File: config.mk
export PLATFORM = sky130hd
export DESIGN_NAME = winograd_input_tile_transform
export DESIGN_NICKNAME = d
export VERILOG_FILES = /design/src/hdl/wtt_pkg.sv /design/src/hdl/winograd_input_tile_transform.sv
export SDC_FILE = /design/constraint.sdc
export NUM_CORES = 1
export LEC_CHECK = 0
export BUFFER_PORTS_ARGS = -buffer_cell sky130_fd_sc_hd__buf_2
export CAP_MARGIN = 15
export CORE_MARGIN = 4
export CORE_UTILIZATION = 62
export DETAILED_ROUTE_END_ITERATION = 8
export PLACE_DENSITY = 0.85
export SKIP_CTS_REPAIR_TIMING = 1
export SYNTH_ARGS = -nofsm -noshare
export SYNTH_HDL_FRONTEND = slang
export SYNTH_SLANG_ARGS = --single-unit
File: constraint.sdc
create_clock -name clock -period 4.9 [get_ports clock]
set_input_delay 0.245 -clock clock [delete_from_list [all_inputs] [get_ports clock]]
set_output_delay 0.245 -clock clock [all_outputs]
set_load 0.005 [all_outputs]
File: src/hdl/wtt_pkg.sv
// wtt_pkg: shared types, widths and constants for the winograd input tile transform
// no dependencies; imported by winograd_input_tile_transform, wtt_checker and the testbench
`timescale 1ns / 1ps
`default_nettype none

package wtt_pkg;

   // default parameter values
   localparam int SAMPLE_BITS_DEF = 16;
   localparam int MAX_PLANES_DEF  = 1024;

   // fixed field widths
   localparam int VALUE_W = 18;
   localparam int PLANE_W = 10;
   localparam int CNT_W   = 11;
   localparam int COORD_W = 2;
   localparam int POS_W   = 6;
   localparam int ADDR_W  = 6;

   localparam int VALUE_MAX = 131071;
   localparam int VALUE_MIN = -131072;

   // sample positions that complete a tile row
   localparam logic [POS_W-1:0] POS_TROW0 = 6'd23;
   localparam logic [POS_W-1:0] POS_TROW1 = 6'd39;
   localparam logic [POS_W-1:0] POS_TROW2 = 6'd55;
   localparam logic [POS_W-1:0] POS_TROW3 = 6'd63;

   localparam logic [COORD_W-1:0] COORD_LAST = 2'd3;

   typedef enum logic [1:0] {
      ST_IDLE,
      ST_FETCH,
      ST_FLUSH,
      ST_EMIT
   } wtt_state_type;

   // row pass of transpose(B)*x: t[i] = x[a] op x[b]
   function automatic logic [COORD_W-1:0] row_a(input logic [COORD_W-1:0] i);
      logic [COORD_W-1:0] r;
      unique case (i)
         2'd0:    r = 2'd0;
         2'd1:    r = 2'd1;
         2'd2:    r = 2'd2;
         default: r = 2'd1;
      endcase
      return r;
   endfunction

   function automatic logic [COORD_W-1:0] row_b(input logic [COORD_W-1:0] i);
      logic [COORD_W-1:0] r;
      unique case (i)
         2'd0:    r = 2'd2;
         2'd1:    r = 2'd2;
         2'd2:    r = 2'd1;
         default: r = 2'd3;
      endcase
      return r;
   endfunction

endpackage

`default_nettype wire

File: src/hdl/winograd_input_tile_transform.sv
// winograd_input_tile_transform: F(2x2,3x3) input transform over 8x8 planes
// holds the plane store, burst sequencer and one shared add/sub unit; uses wtt_pkg
`timescale 1ns / 1ps
`default_nettype none

// usage
//  - req channel: one plane sample per word, row-major, 64 words per plane
//  - rsp channel: transformed tile elements with plane/tile/element coordinates
//  - csr port: write csr_wr_en with csr_wr_data to set channel_count (planes
//    per layer); write only while no burst is running
//  - words at sample positions 23, 39, 55 and 63 close tile rows 0..3 and
//    start a burst of 64 result words (4 tiles x 16 elements), last marked
//  - other words are only stored and produce no result
//  - a burst streams each element row of each tile through the shared
//    add/sub unit: 8 plane store reads (one read port, registered data)
//    build the row pass in the fetch and flush states, then the emit
//    state gives the column pass, four result words per element row
//  - the closing word starts the fetch, flush and emit states in turn
//  - req_ready is low for the whole burst
//  - the rsp output register holds its word while rsp_ready is low and the
//    sequencer waits; the next request word is taken while the final result
//    of a burst still waits
//  - reset clears position, plane counter, sequencer and output valid and
//    sets channel_count to 1; the plane store is not cleared
module winograd_input_tile_transform #(
   parameter int SAMPLE_BITS = wtt_pkg::SAMPLE_BITS_DEF,
   parameter int MAX_PLANES  = wtt_pkg::MAX_PLANES_DEF
) (
   input  wire logic                              clock,
   input  wire logic                              reset,

   input  wire logic                              req_valid,
   output logic                                   req_ready,
   input  wire logic signed [SAMPLE_BITS-1:0]     req_sample,

   output logic                                   rsp_valid,
   input  wire logic                              rsp_ready,
   output logic signed [wtt_pkg::VALUE_W-1:0]     rsp_value,
   output logic        [wtt_pkg::PLANE_W-1:0]     rsp_plane_index,
   output logic        [wtt_pkg::COORD_W-1:0]     rsp_tile_row,
   output logic        [wtt_pkg::COORD_W-1:0]     rsp_tile_col,
   output logic        [wtt_pkg::COORD_W-1:0]     rsp_elem_row,
   output logic        [wtt_pkg::COORD_W-1:0]     rsp_elem_col,
   output logic                                   rsp_last,

   input  wire logic                              csr_wr_en,
   input  wire logic   [wtt_pkg::CNT_W-1:0]       csr_wr_data
);
   import wtt_pkg::*;

   // row pass needs one extra bit, column pass another
   localparam int ACC_W = SAMPLE_BITS + 2;

   // plane store and its registered read port
   logic signed [SAMPLE_BITS-1:0] plane_store_ff [64];
   logic signed [SAMPLE_BITS-1:0] rd_data_ff;
   logic                          rd_zero_ff;
   logic        [ADDR_W-1:0]      rd_addr;
   logic                          rd_inside;

   // input side state
   logic [POS_W-1:0]   pos_ff;
   logic [PLANE_W-1:0] plane_cnt_ff;
   logic [CNT_W-1:0]   chan_count_ff;
   logic [CNT_W-1:0]   plane_next;

   // sequencer
   wtt_state_type      state_ff, state_in;
   logic [COORD_W-1:0] trow_ff, trow_in;
   logic [COORD_W-1:0] tc_ff;
   logic [COORD_W-1:0] i_ff;
   logic [COORD_W-1:0] j_ff;
   logic [2:0]         step_ff;
   logic [PLANE_W-1:0] burst_plane_ff;
   logic               req_fire;
   logic               burst_start;
   logic               issue_rd;
   logic               emit_fire;

   // read pipeline tags
   logic               pend_valid_ff;
   logic               pend_b_ff;
   logic [COORD_W-1:0] pend_j_ff;

   // shared add/sub unit and its operand registers
   logic signed [SAMPLE_BITS-1:0] opa_ff;
   logic signed [ACC_W-1:0]       t0_ff, t1_ff, t2_ff, t3_ff;
   logic signed [ACC_W-1:0]       add_a, add_b, add_sum;
   logic                          add_sub;
   logic signed [SAMPLE_BITS-1:0] x_cur;
   logic signed [VALUE_W-1:0]     sat_value;

   // address generation
   logic [COORD_W-1:0] row_sel;
   logic [COORD_W-1:0] step_j;
   logic [3:0]         r_ext, c_ext;
   logic [2:0]         r_idx, c_idx;

   // output register
   logic                      rsp_valid_ff;
   logic signed [VALUE_W-1:0] rsp_value_ff;
   logic [PLANE_W-1:0]        rsp_plane_ff;
   logic [COORD_W-1:0]        rsp_trow_ff, rsp_tcol_ff, rsp_erow_ff, rsp_ecol_ff;
   logic                      rsp_last_ff;

   assign req_fire = req_valid && req_ready;

   // tile row closed by this word, if any
   always_comb begin
      burst_start = 1'b0;
      trow_in     = trow_ff;
      unique case (pos_ff)
         POS_TROW0: begin burst_start = 1'b1; trow_in = 2'd0; end
         POS_TROW1: begin burst_start = 1'b1; trow_in = 2'd1; end
         POS_TROW2: begin burst_start = 1'b1; trow_in = 2'd2; end
         POS_TROW3: begin burst_start = 1'b1; trow_in = 2'd3; end
         default: ;
      endcase
   end

   // plane counter wraps at channel_count or at the plane limit
   assign plane_next = CNT_W'(plane_cnt_ff) + 1'b1;

   always_ff @(posedge clock) begin
      if (reset) begin
         pos_ff        <= '0;
         plane_cnt_ff  <= '0;
         chan_count_ff <= CNT_W'(1);
      end else begin
         if (csr_wr_en) begin
            chan_count_ff <= csr_wr_data;
         end
         if (req_fire) begin
            pos_ff <= pos_ff + 1'b1;
            if (pos_ff == POS_TROW3) begin
               if (plane_next >= chan_count_ff || 32'(plane_next) >= 32'(MAX_PLANES)) begin
                  plane_cnt_ff <= '0;
               end else begin
                  plane_cnt_ff <= plane_next[PLANE_W-1:0];
               end
            end
         end
      end
   end

   // plane store: write on accepted word, one registered read
   always_ff @(posedge clock) begin
      if (req_fire) begin
         plane_store_ff[pos_ff] <= req_sample;
      end
      rd_data_ff <= plane_store_ff[rd_addr];
      rd_zero_ff <= !rd_inside;
   end

   // window position: row 2*trow-1+sel, column 2*tc-1+j, zero outside the plane
   assign step_j  = step_ff[2:1];
   assign row_sel = step_ff[0] ? row_b(i_ff) : row_a(i_ff);
   assign r_ext   = {1'b0, trow_ff, 1'b0} + {2'b00, row_sel};
   assign c_ext   = {1'b0, tc_ff, 1'b0} + {2'b00, step_j};
   assign r_idx   = 3'(r_ext - 4'd1);
   assign c_idx   = 3'(c_ext - 4'd1);
   assign rd_addr = {r_idx, c_idx};
   assign rd_inside = (r_ext != 4'd0) && (r_ext <= 4'd8) &&
                      (c_ext != 4'd0) && (c_ext <= 4'd8);

   assign x_cur = rd_zero_ff ? '0 : rd_data_ff;

   // shared add/sub: row pass while fetching and flushing, column pass while emitting
   always_comb begin
      if (state_ff == ST_EMIT) begin
         add_sub = (j_ff != 2'd1);
         case (j_ff)
            2'd0:    begin add_a = t0_ff; add_b = t2_ff; end
            2'd1:    begin add_a = t1_ff; add_b = t2_ff; end
            2'd2:    begin add_a = t2_ff; add_b = t1_ff; end
            default: begin add_a = t1_ff; add_b = t3_ff; end
         endcase
      end else begin
         // element row 1 is the only sum in the row pass
         add_sub = (i_ff != 2'd1);
         add_a   = ACC_W'(opa_ff);
         add_b   = ACC_W'(x_cur);
      end
      add_sum = add_sub ? (add_a - add_b) : (add_a + add_b);
   end

   generate
      if (ACC_W > VALUE_W) begin : g_sat
         localparam logic signed [ACC_W-1:0] SAT_HI = ACC_W'(VALUE_MAX);
         localparam logic signed [ACC_W-1:0] SAT_LO = ACC_W'(VALUE_MIN);
         always_comb begin
            if (add_sum > SAT_HI) begin
               sat_value = VALUE_W'(SAT_HI);
            end else if (add_sum < SAT_LO) begin
               sat_value = VALUE_W'(SAT_LO);
            end else begin
               sat_value = VALUE_W'(add_sum);
            end
         end
      end else begin : g_ext
         assign sat_value = VALUE_W'(add_sum);
      end
   endgenerate

   // sequencer
   always_comb begin
      state_in    = state_ff;
      req_ready   = 1'b0;
      issue_rd    = 1'b0;
      emit_fire   = 1'b0;
      unique case (state_ff)
         ST_IDLE: begin
            req_ready = 1'b1;
            if (req_valid && burst_start) begin
               state_in = ST_FETCH;
            end
         end
         ST_FETCH: begin
            issue_rd = 1'b1;
            if (step_ff == 3'd7) begin
               state_in = ST_FLUSH;
            end
         end
         ST_FLUSH: begin
            state_in = ST_EMIT;
         end
         ST_EMIT: begin
            emit_fire = !rsp_valid_ff || rsp_ready;
            if (emit_fire && j_ff == COORD_LAST) begin
               if (i_ff == COORD_LAST && tc_ff == COORD_LAST) begin
                  state_in = ST_IDLE;
               end else begin
                  state_in = ST_FETCH;
               end
            end
         end
         default: state_in = ST_IDLE;
      endcase
   end

   always_ff @(posedge clock) begin
      if (reset) begin
         state_ff      <= ST_IDLE;
         tc_ff         <= '0;
         i_ff          <= '0;
         j_ff          <= '0;
         step_ff       <= '0;
         pend_valid_ff <= 1'b0;
      end else begin
         state_ff      <= state_in;
         pend_valid_ff <= issue_rd;
         if (req_fire && burst_start) begin
            tc_ff   <= '0;
            i_ff    <= '0;
            j_ff    <= '0;
            step_ff <= '0;
         end
         if (issue_rd) begin
            step_ff <= step_ff + 1'b1;
         end
         if (emit_fire) begin
            j_ff <= j_ff + 1'b1;
            if (j_ff == COORD_LAST) begin
               i_ff <= i_ff + 1'b1;
               if (i_ff == COORD_LAST) begin
                  tc_ff <= tc_ff + 1'b1;
               end
            end
         end
      end
   end

   // burst coordinates and read tags
   always_ff @(posedge clock) begin
      if (req_fire && burst_start) begin
         trow_ff        <= trow_in;
         burst_plane_ff <= plane_cnt_ff;
      end
      pend_b_ff <= step_ff[0];
      pend_j_ff <= step_j;
   end

   // row pass: first read of a pair is held, second completes t[j]
   always_ff @(posedge clock) begin
      if (pend_valid_ff) begin
         if (!pend_b_ff) begin
            opa_ff <= x_cur;
         end else begin
            case (pend_j_ff)
               2'd0:    t0_ff <= add_sum;
               2'd1:    t1_ff <= add_sum;
               2'd2:    t2_ff <= add_sum;
               default: t3_ff <= add_sum;
            endcase
         end
      end
   end

   // output register
   always_ff @(posedge clock) begin
      if (reset) begin
         rsp_valid_ff <= 1'b0;
      end else if (emit_fire) begin
         rsp_valid_ff <= 1'b1;
      end else if (rsp_ready) begin
         rsp_valid_ff <= 1'b0;
      end
   end

   always_ff @(posedge clock) begin
      if (emit_fire) begin
         rsp_value_ff <= sat_value;
         rsp_plane_ff <= burst_plane_ff;
         rsp_trow_ff  <= trow_ff;
         rsp_tcol_ff  <= tc_ff;
         rsp_erow_ff  <= i_ff;
         rsp_ecol_ff  <= j_ff;
         rsp_last_ff  <= (tc_ff == COORD_LAST) && (i_ff == COORD_LAST) &&
                         (j_ff == COORD_LAST);
      end
   end

   assign rsp_valid       = rsp_valid_ff;
   assign rsp_value       = rsp_value_ff;
   assign rsp_plane_index = rsp_plane_ff;
   assign rsp_tile_row    = rsp_trow_ff;
   assign rsp_tile_col    = rsp_tcol_ff;
   assign rsp_elem_row    = rsp_erow_ff;
   assign rsp_elem_col    = rsp_ecol_ff;
   assign rsp_last        = rsp_last_ff;

endmodule

`default_nettype wire

# Yosys cells after proc, flatten, opt, wreduce, memory -nomap -nowiden
# Memories as Yosys holds them, arrays and structs flattened. A register that Yosys moved wholly into a read port is not among the register bits.
# Index checks and enable logic that the tools add are counted.
word_totals:
  latchBits: 0
  mem_bits_rw: 1024
  ff_bits: 181
  wordCells: 139
  mem_bits_ro: 0
  memories: 1
  in_bits: 32
  out_inout_bits: 39
op_classes:
  addsub: 12
  div_mod_pow: 0
  magnitude_cmp: 4
  n_reduce_logical: 35
  eq_ne: 22
  shift: 0
  mux: 36
  bitwise_logic: 2
  mul: 0
memory_table:
  columns: ["memory", "words", "width", "rd", "rd_ports_with_merged_regs", "wr", "line", "rtl"]
  rows:
  - ["plane_store_ff", 64, 16, 1, 1, 1, "winograd_input_tile_transform.sv:55", "logic signed [SAMPLE_BITS-1:0] plane_store_ff [64];"]
ops:
  columns: ["op", "count"]
  rows:
  - ["one-hot mux 18 bit (2 select lines)", 2]
  - ["two-way mux 18 bit", 3]
  - ["two-way mux 2 bit", 13]
  - ["adder 18 bit", 1]
  - ["equality test 6 bit (second input constant)", 3]
  - ["subtractor 18 bit", 1]
  - ["equality test 2 bit (second input constant)", 8]
  - ["two-way mux 16 bit", 1]
  - ["one-hot mux 2 bit (4 select lines)", 2]
  - ["AND reduction 3 bit", 5]
  - ["nonzero test 4 bit", 3]
  - ["adder 10 x 1 -> 11 bit (second input constant)", 1]
  - ["greater-or-equal comparator 11 bit", 1]
  - ["greater-or-equal comparator 11 bit (second input constant)", 1]
  - ["two-way mux 1 bit", 10]
  - ["two-way mux 10 bit", 1]
  - ["logical AND 1 bit", 9]
  - ["adder 3 x 2 -> 4 bit", 2]
  - ["equality test 2 x 1 -> 1 bit (second input constant)", 4]
  - ["<= comparator 4 bit (second input constant)", 2]
  - ["logical NOT 2 bit", 4]
  - ["one-hot mux 2 bit (2 select lines)", 2]
  - ["adder 2 x 1 -> 2 bit (second input constant)", 3]
  - ["adder 6 x 1 -> 6 bit (second input constant)", 1]
  - ["other kinds (15)", 28]

# Longest topological paths before layout
depth:
  ltp_word: 10
  depth_mapped: 18
  ltp_nobuf: 17

# Worst setup path before layout
# No wires, ideal clock.
synth_path:
  path_kind: "reg-to-reg"
  from: "register j_ff[0]"
  to: "register rsp_value_ff[15], in the netlist rsp_value[15], data pin"
  synth_period_minus_slack_ns: 4.402
  path_buffers: 1
  setup_time_ns: 0.221
  t_arrival_ns: 4.180
  t_required_ns: 4.679
  slack_ns: 0.498
  stages_incl_launch_ff: 17
  cell_sequence: "dfxtp_1 > inv_1 > ha_1 > or2_0 > buf_6 > a221o_1 > a222oi_1 > and3_1 > nor2_1 > xor2_1 > ha_1 > or3_1 > or2_2 > o21ai_0 > o221ai_1 > o31ai_1 > a21boi_0"
synth_between:
  elab_chain_len: 6
  elab_cells_between_ends: 13
  cone_classes: "2 x add/sub; 3 x eq/ne; 6 x mux; 2 x reduce/logical"
synth_lines:
  columns: ["item", "line", "rtl"]
  rows:
  - ["start, declared", "winograd_input_tile_transform.sv:72", "logic [COORD_W-1:0] j_ff;"]
  - ["start signal, assigned", "winograd_input_tile_transform.sv:262", "j_ff <= j_ff + 1'b1;"]
  - ["equality test 2 x 1 -> 1 bit or logical NOT 2 bit (tied branches)", "winograd_input_tile_transform.sv:172", "case (j_ff)"]
  - ["OR reduction 2 bit (no source line)", null, null]
  - ["one-hot mux 18 bit (2 select lines)", "winograd_input_tile_transform.sv:172", null]
  - ["two-way mux 18 bit", "winograd_input_tile_transform.sv:170", "if (state_ff == ST_EMIT) begin"]
  - ["adder 18 bit or subtractor 18 bit (tied branches)", "winograd_input_tile_transform.sv:184", "add_sum = add_sub ? (add_a - add_b) : (add_a + add_b);"]
  - ["two-way mux 18 bit (*)", "winograd_input_tile_transform.sv:184", null]
  - ["via add_sum[15]", "winograd_input_tile_transform.sv:88", "logic signed [ACC_W-1:0] add_a, add_b, add_sum;"]
  - ["end signal, assigned", "winograd_input_tile_transform.sv:312", "rsp_value_ff <= sat_value;"]
  - ["end, declared", "winograd_input_tile_transform.sv:101", "logic signed [VALUE_W-1:0] rsp_value_ff;"]
# Mark *: on every way through the listed nets, which the timed path passes. The rest lies on a longest branch.
# A chain may end at the register's enable or synchronous reset.

# Worst setup path in the final report
layout_path:
  from: "register j_ff[0]"
  to: "register t2_ff[17], data pin"
layout_between:
  elab_chain_len: 6
  elab_cells_between_ends: 13
  cone_classes: "2 x add/sub; 3 x eq/ne; 6 x mux; 2 x reduce/logical"
layout_lines:
  columns: ["item", "line", "rtl"]
  rows:
  - ["equality test 2 x 1 -> 1 bit or logical NOT 2 bit (tied branches)", "winograd_input_tile_transform.sv:172", null]
  - ["OR reduction 2 bit (no source line)", null, null]
  - ["one-hot mux 18 bit (2 select lines)", "winograd_input_tile_transform.sv:172", null]
  - ["two-way mux 18 bit", "winograd_input_tile_transform.sv:170", null]
  - ["adder 18 bit or subtractor 18 bit (tied branches)", "winograd_input_tile_transform.sv:184", null]
  - ["two-way mux 18 bit (*)", "winograd_input_tile_transform.sv:184", null]
  - ["via add_sum[17]", "winograd_input_tile_transform.sv:88", null]
  - ["end signal, assigned", "winograd_input_tile_transform.sv:292", "2'd2: t2_ff <= add_sum;"]
  - ["end, declared", "winograd_input_tile_transform.sv:87", "logic signed [ACC_W-1:0] t0_ff, t1_ff, t2_ff, t3_ff;"]
# Marks and branches as above.

==> run summary <==
CP Launch Point -> j_ff[0]
Status -> complete, no violations
Final worst-path cycle share -> 95.4%
Die Area -> 0.0827 mm^2
Total track usage -> 29.9%
DRT Wirelength -> 123,000 um
Place WS -> 6.15 ps
FF+latch count, synth -> 1,221
DRT Pass-1 Iters -> 6
Fin crit period -> 4670 ps
Avg Cell Area, Syn -> 19.3 um^2
PnR worst setup slack -> 227 ps
Largest net degree at the start of global routing -> 113
Final nets -> 2,782
Finished Core Util -> 70.5%
Yosys warnings -> 0
Clk slew on worst S/H paths -> 60 ps
Placed instance area -> 0.0506 mm^2
R2R Setup Slk -> 230 ps
WHS -> 32.3 ps
Die Span Y -> 288 um
DR DRC count -> 0
Synth Flop Type -> edfxtp_1
Vias/cell -> 6.95
TritonCTS Buffers -> 115
Hold Startpoint -> csr_wr_en
Cells after synthesis -> 2,509
Multi-input gate area -> 0.0118 mm^2
# diodes -> 0
Syn Nets -> 2,596
Core footprint -> 0.0775 mm^2
Register area -> 0.0361 mm^2
CP required -> 5330 ps
Seq/Total Area, Yosys -> 74.4%
Fillers -> 4,349
Vias in the first global route -> 26,400
FP Rows -> 102
Post-synth EDFFs -> 1,161
Via Count -> 26,600
Finish-stage setup viols -> 0
Clock Sinks -> 1,221
Placer congestion estimate -> 0.890
Hold Crit Class -> in -> reg
Count of different cell masters after synthesis -> 58
Pwr/cell area -> 396 mW/mm^2
Max Clock Skew -> 28.7 ps
Commonest cells after routing, fill and taps aside -> edfxtp_1 (1,161), mux4_2 (272), nand2_1 (128)
Clock root buffer -> clkbuf_16
Crit start category -> flop
Peak VDD IR -> 0.268 mV
Worst setup path endpoint -> t2_ff[17]
Most common cell after layout, fill and taps aside -> edfxtp_1
RR Startpoint -> j_ff[0]
Latest clock arrival within the worst-skew pair -> 690 ps
Total grt overflow -> 0
Crit Path Class -> reg -> reg
Max Slew Vio Count -> 0
Slew margin rel. -> 24.5%
P_leak -> 17.7 nW
Data arrival, critical path -> 5100 ps
Layout cell share with drive strength beyond 1 -> 23.8%
Synth Cell Area -> 0.0485 mm^2
Post-route cell area -> 0.0546 mm^2
Routed Antenna Nets -> 0
Reg-to-Reg End -> t2_ff[17]
Starting Density -> 62.5%
Die Width -> 288 um
Half-perimeter wire length after placement -> 65,800 um
Routed WL per cell -> 32.1 um
Crit-path max FO -> 7
Global-route wire length before repair -> 180,000 um
Final Hold Viols -> 0
FFs w/ async S/R, synth -> 0%
Worst-case clock buffer depth -> 3
Max_cap viols -> 0
H-tree Lvls -> 3
R2r worst-path depth -> 18
RSZ-0062 raised after global routing -> no
Crit path capture type -> flop
Slew @ Worst Pin -> 1130 ps
Initial antenna violation count -> 3
Max Freq -> 0.214 GHz
Port Buffer Count -> 70
CTS tree -> done
# IOs -> 71
Synthesis-to-layout area growth -> 12.7%
Setup TNS -> 0 ps
DRT iter0 DRCs -> 4,358
-- worst max-delay path, stage by stage (launching register included) --
cell and delay [ps]:
dfxtp_2 380, inv_1 100, ha_1 220, or2_4 270
a221o_1 320, a222oi_1 450, buf_4 200, nand4_1 200
nor2_2 220, a21oi_1 100, xor2_1 170, ha_1 350
nand3_1 140, or3_1 400, o221ai_1 280, o31ai_1 150
a21oi_1 190, xnor2_1 100, buf_4 170
-- per-stage QoR --
stage          cells  total power, mW
3_5_place_dp    3596             13.0
2_1_floorplan   2509             12.5
6_report        3833             21.6
5_1_grt         3833             22.2
3_3_place_gp    3596             12.9
4_1_cts         3811             21.6
-- cell usage after synthesis, drive strengths merged, types with 24 or more instances --
library cell  count  area, um^2
nor2b            25         156
a211oi           51         383
buf              46         215
mux2i            76         761
edfxtp         1161       34900
dfxtp            60        1200
o21ai            24         120
and2             35         219
mux4            272        6130
ha               54         676
clkbuf           83         312
a31oi            35         219
a21oi            55         275
inv              46         173
nor2            126         473
nand3            31         155
nand2           128         480
-- worst min path at each step --
stage / endpoint / slack (ps) / cells after the start
4_1_cts: chan_count_ff[0] / -250 / 2
6_report: chan_count_ff[0] / 30 / 3
3_5_place_dp: rsp_plane_index[4] / 400 / 0
3_3_place_gp: pend_j_ff[1] / 410 / 0
5_1_grt: chan_count_ff[3] / 30 / 3
2_1_floorplan: plane_store_ff[0][0] / 340 / 0
-- flip-flops by register name (all words and copies together) (netlist names), 11 cells and up --
register        count
chan_count_ff      11
opa_ff             16
plane_store_ff   1024
rd_data_ff         16
rsp_value          18
t0_ff              18
t1_ff              18
t2_ff              18
t3_ff              18
-- where the power goes --
part	switching [mW]	internal (mW)
logic	0.802	0.386
clock network	3.87	4.90
registers	0.0714	11.6
total	4.75	16.9
-- cell families after synthesis --
| family | after synthesis | synth area share, % |
|---|---|---|
| AO/OA/AOI/OAI | 278 | 4.07 |
| XOR/XNOR | 43 | 0.777 |
| adder cells (fa/ha/maj) | 55 | 1.44 |
| buffers and inverters | 175 | 1.44 |
| flip-flops | 1221 | 74.4 |
| multiplexers | 348 | 14.2 |
| AND/OR/NAND/NOR | 389 | 3.63 |
-- cell type report --
class                      count  share of cell area, %
inverter                      46                  0.316
tap                         1040                   2.38
sequential                  1221                   66.1
multi-input combinational   1113                   21.6
clock buffer                 145                   5.59
timing repair buffer         198                   2.86
clock inverter                70                   1.15
-- per-layer routing --
metal | GRT usage, % | up-vias | routed length (um)
li1 | - | 10600 | -
met1 | 40.7 | 13500 | 42500
met2 | 48.4 | 2180 | 60400
met3 | 5.53 | 416 | 13800
met4 | 13.0 | 2 | 6330
met5 | 0 | - | 11
No activity file was read; power rests on OpenSTA's default activity.
